## src/rtl/bf3_pkg.sv

```systemverilog
// shared types, constants and the reciprocal table of the 3x3 box filter
`default_nettype none

package bf3_pkg;

	localparam int PIX_BITS    = 16;
	localparam int CFG_BITS    = 11;
	localparam int SIDE_RESET  = 1024;
	localparam int FIFO_DEPTH  = 8;
	localparam int RECIP_SHIFT = 24;
	localparam int RECIP_BITS  = 25;

	localparam logic OP_PUSH  = 1'b0;
	localparam logic OP_DRAIN = 1'b1;

	// ceil(2^24 / n) for every neighbour count
	localparam logic [RECIP_BITS-1:0] RECIP_DIV1 = 25'd16777216;
	localparam logic [RECIP_BITS-1:0] RECIP_DIV2 = 25'd8388608;
	localparam logic [RECIP_BITS-1:0] RECIP_DIV3 = 25'd5592406;
	localparam logic [RECIP_BITS-1:0] RECIP_DIV4 = 25'd4194304;
	localparam logic [RECIP_BITS-1:0] RECIP_DIV6 = 25'd2796203;
	localparam logic [RECIP_BITS-1:0] RECIP_DIV9 = 25'd1864136;

	typedef struct packed {
		logic top;
		logic bottom;
		logic left;
		logic right;
	} border_t;

	typedef struct packed {
		logic [PIX_BITS-1:0] red;
		logic [PIX_BITS-1:0] green;
		logic [PIX_BITS-1:0] blue;
		logic                last;
	} result_t;

	// reciprocal of rows * columns, rows and columns each 1 to 3
	function automatic logic [RECIP_BITS-1:0] recip(input logic [1:0] rows,
		input logic [1:0] cols);
		logic [3:0]            n;
		logic [RECIP_BITS-1:0] m;
		n = {2'b00, rows} * {2'b00, cols};
		case (n)
			4'd1:    m = RECIP_DIV1;
			4'd2:    m = RECIP_DIV2;
			4'd3:    m = RECIP_DIV3;
			4'd4:    m = RECIP_DIV4;
			4'd6:    m = RECIP_DIV6;
			4'd9:    m = RECIP_DIV9;
			default: m = RECIP_DIV1;
		endcase
		return m;
	endfunction

endpackage

`default_nettype wire

```

## src/rtl/bf3_out_fifo.sv

```systemverilog
// result queue between the filter pipeline and the output channel
`default_nettype none

module bf3_out_fifo (
	input  logic             clk,
	input  logic             arst_n,
	input  logic             push,
	input  bf3_pkg::result_t push_data,
	input  logic             pop,
	output bf3_pkg::result_t head,
	output logic             not_empty
);

	localparam int PTR_W = $clog2(bf3_pkg::FIFO_DEPTH);
	localparam int CNT_W = $clog2(bf3_pkg::FIFO_DEPTH + 1);

	bf3_pkg::result_t slot_q [bf3_pkg::FIFO_DEPTH];
	logic [PTR_W-1:0] wr_ptr_q;
	logic [PTR_W-1:0] rd_ptr_q;
	logic [CNT_W-1:0] count_q;
	logic             do_pop;

	assign not_empty = (count_q != '0);
	assign do_pop    = pop && not_empty;
	assign head      = slot_q[rd_ptr_q];

	always_ff @(posedge clk) begin
		if (push) begin
			slot_q[wr_ptr_q] <= push_data;
		end
	end

	always_ff @(posedge clk or negedge arst_n) begin
		if (!arst_n) begin
			wr_ptr_q <= '0;
			rd_ptr_q <= '0;
			count_q  <= '0;
		end else begin
			if (push) begin
				wr_ptr_q <= wr_ptr_q + PTR_W'(1);
			end
			if (do_pop) begin
				rd_ptr_q <= rd_ptr_q + PTR_W'(1);
			end
			count_q <= count_q + CNT_W'(push) - CNT_W'(do_pop);
		end
	end

endmodule

`default_nettype wire
```

## config.mk

```make
export PLATFORM = sky130hd
export DESIGN_NAME = bf3_out_fifo
export DESIGN_NICKNAME = d
export VERILOG_FILES = /design/src/rtl/bf3_pkg.sv /design/src/rtl/bf3_out_fifo.sv
export SDC_FILE = /design/constraint.sdc
export NUM_CORES = 1
export LEC_CHECK = 0
export ABC_AREA = 0
export BUFFER_PORTS_ARGS = -buffer_cell sky130_fd_sc_hd__buf_4
export CAP_MARGIN = 10
export CORE_MARGIN = 2
export CORE_UTILIZATION = 40
export CTS_BUF_LIST = sky130_fd_sc_hd__clkbuf_4
export DETAILED_ROUTE_END_ITERATION = 16
export PLACE_DENSITY = 0.61
export SYNTH_ARGS = -nofsm -noshare
export SYNTH_HDL_FRONTEND = slang
export SYNTH_SLANG_ARGS = --single-unit
```

## constraint.sdc

```tcl
create_clock -name clk -period 5.1 [get_ports clk]
set_input_delay 1.02 -clock clk [delete_from_list [all_inputs] [get_ports clk]]
set_output_delay 1.02 -clock clk [all_outputs]
set_load 0.01 [all_outputs]
```

==> summary.md <==
| Metric | Value |
|---|---|
| Status | `complete, no violations` |
| Critical-path top delay cell | `dfrtp_4` |
| Max_cap viols | `0` |
| Vias per std cell | `5.01` |
| PnR worst setup slack | `0.937 ns` |
| Switch Pwr | `2.96 mW` |
| Final Skew | `0.0467 ns` |
| Layout cells sized above 1 | `48.3%` |
| Peak VDD IR | `0.336 mV` |
| Post-CTS Resized | `0` |
| Clk root buf | `clkbuf_4` |
| Setup Viol. Count Final | `0` |
| DP HPWL | `16600 um` |
| Global-route usage over all layers | `15.8%` |
| GR Overflow Total | `0` |
| Worst Path Required | `4.08 ns` |
| Die Span Y | `199 um` |
| Hold Path End | `slot_q[3][21]` |
| Most common cell on crit path | `buf_4` |
| Final count of pins violating max slew | `0` |
| DR vias | `7033` |
| Final nets | `875` |
| Cell row count | `71` |
| Global-route wire length before repair | `45000 um` |
| WP data arrival | `3.14 ns` |
| Final hold violation count | `0` |
| Hold depth | `1` |
| Slew HR | `31.8%` |
| Kind of critical path | `register to output port` |
| Share of power burned in registers | `44.2%` |
| Critical-path cell list | `buf_4 -> mux4_2 -> mux2_2 -> buf_4` |
| Post-Syn Instances | `621` |
| Clock sinks | `402` |
| Fin Setup TNS | `0 ns` |
| 1st-iter DRT viols | `361` |
| Max Root-Sink Buffers | `3` |
| Top cell type's share of synthesized area | `77.2%` |
| Mapped cell area | `15200 um2` |
| Largest net degree at the start of global routing | `55` |
| Worst slack, placed | `1.63 ns` |
| Crit-path max cell delay | `0.91 ns` |
| Initial Util | `40.6%` |
| Final Instance Area | `18000 um2` |
| Family with the most delay on the worst path | `flip-flops` |
| RSZ-0062 raised after global routing | `no` |
| Pleak | `6.00 nW` |
| Area grow syn2layout | `18.3%` |
| Synth Net Count | `682` |
| Vias in the first global route | `7592` |
| DIE WIDTH | `199 um` |
| CP bufs+invs | `2` |
| Post-route ant nets | `0` |
| Max FO, Critical Path | `34` |
| HP Class | `primary input to register` |
| # IOs | `103` |
| Period Utilization, post-route | `81.6%` |
| Clk Latency, worst-skew pair | `0.78 ns` |
| Yosys reg bits | `402` |
| Top cells by area, synth | `edfxtp_1 (77%), mux4_2 (14%), mux2_2 (3.8%)` |
| Flop-to-flop setup slack | `2.55 ns` |
| PD cells | `562 nW/um2` |
| GPL Wtd Cong | `0.681` |
| Area leader, netlist | `edfxtp_1` |
| Sw Ratio | `29.2%` |
| Clock transition at path regs | `0.07 ns` |
| Part of the power in combinational logic | `30.4%` |
| DR pass1 iterations | `4` |
| WL/cell | `21.7 um` |
| Routed wire length | `30500 um` |
| Register area share after synthesis | `78.8%` |
| DP Area | `16800 um2` |
| Worst r2r dst | `count_q[1]` |
| CTS Buf Count | `100` |
| Crit start category | `register` |
| R2r worst-path depth | `11` |
| Synthesis Warnings | `0` |
| Ys flop type | `edfxtp_1` |
| Avg Inst Size Synth | `24.6 um2` |
| Count of input and output buffers | `102` |
| Total power | `10.1 mW` |
| Core ar. | `37600 um2` |
| Min-delay src | `push_data[21]` |
| Worst Tran Pin Value | `1.02 ns` |
| Period minus WS final | `4.16 ns` |
| Fillers | `3109` |
| Crit end category | `output port` |
| EDFF count, synth | `392` |
| Count leader, synth | `edfxtp_1` |
| Crit Reg-Reg Startpoint | `count_q[2]` |
| DRC | `0` |
| Ys async rst share | `2.49%` |
| Most frequent cells after synthesis | `edfxtp_1 (392), mux4_2 (98), mux2_2 (51)` |
| Initial antenna violation count | `3` |
| Die ar. | `39700 um2` |
| H-tree depth | `3` |
| Clock network fraction of total power | `25.4%` |
| Fmax | `240 MHz` |
| P_int | `7.18 mW` |
| TritonCTS clock tree | `built` |
| Cell variety after synth | `22` |
-- power groups by stage --
stage | registers (mW) | clock network (mW) | logic, mW
2_1_floorplan | 4.33 | 0 | 2.15
3_3_place_gp | 4.53 | 0 | 3.10
3_5_place_dp | 4.57 | 0 | 3.16
4_1_cts | 4.50 | 2.68 | 3.18
5_1_grt | 4.54 | 2.87 | 3.32
6_report | 4.48 | 2.58 | 3.08
-- cell usage in the layout, fill, tap and decap left out, types with 6 or more instances in the layout --
| cell type | netlist | routed |
|---|---|---|
| edfxtp_1 | 392 | 392 |
| clkbuf_4 | 0 | 138 |
| buf_4 | 0 | 111 |
| mux4_2 | 98 | 98 |
| mux2_2 | 51 | 51 |
| clkinv_1 | 0 | 27 |
| inv_1 | 9 | 9 |
| ha_1 | 7 | 7 |
| clkinv_2 | 0 | 7 |
| dfrtp_1 | 10 | 7 |
| buf_12 | 2 | 7 |
| nor2_4 | 0 | 6 |
-- stage by stage --
stage,instances,util (%),hold WS [ns]
2_1_floorplan,621,-,0.517
3_3_place_gp,1222,44.6,0.531
3_5_place_dp,1222,44.6,0.556
4_1_cts,1401,48.0,0.378
5_1_grt,1404,48.0,0.383
6_report,1404,48.0,0.466
-- cell families after synthesis --
| logic type | share of synthesized area, % |
|---|---|
| xor gates and xnor gates | 0.345 |
| buffers and inverters | 1.26 |
| adders and majority gates | 0.706 |
| and+or+nand+nor | 0.525 |
| muxes | 18.2 |
| AOI/OAI and AO/OA | 0.0820 |
| DFF | 78.8 |
-- state kept, by name, summed over array words and instances (netlist names) --
| signal | count |
|---|---|
| count_q | 4 |
| rd_ptr_q | 3 |
| slot_q | 392 |
| wr_ptr_q | 3 |
-- final cells by class --
type | count | area, um2 | share of cell area (%)
sequential | 402 | 12000 | 66.7
multi-input combinational | 182 | 3090 | 17.1
timing repair buffer | 119 | 983 | 5.45
clock inverter | 40 | 224 | 1.24
clock buffer | 138 | 1040 | 5.74
antenna | 3 | 7.51 | 0.0416
inverter | 9 | 33.8 | 0.187
tap | 511 | 639 | 3.54
-- worst max path at each step --
| stage | from | to | slack [ns] | cells past startpoint |
|---|---|---|---|---|
| 5_1_grt | rd_ptr_q[0] | head[35] | 0.67 | 4 |
| 3_5_place_dp | rd_ptr_q[0] | head[29] | 1.63 | 4 |
| 2_1_floorplan | push | slot_q[0][0] | 0.12 | 2 |
| 4_1_cts | rd_ptr_q[0] | head[4] | 0.77 | 4 |
| 3_3_place_gp | rd_ptr_q[0] | head[4] | 1.68 | 4 |
| 6_report | rd_ptr_q[0] | head[35] | 0.94 | 4 |
-- per-layer routing --
metal | track usage [%] | share of wire (%) | up-vias
met4 | 6.14 | 2.0 | 2
li1 | - | - | 3103
met2 | 26.9 | 52 | 203
met3 | 4.49 | 6.0 | 55
met1 | 19.2 | 40 | 3670
met5 | 0 | 0.036 | -
-- what timing repair did --
item                                    4_1_cts  5_1_grt
hold buffers                                  1        0
buffers inserted                              0        0
hold endpoints to repair                      4        0
endpoints found under the setup margin        0        0
(Power assumes the default switching activity.)
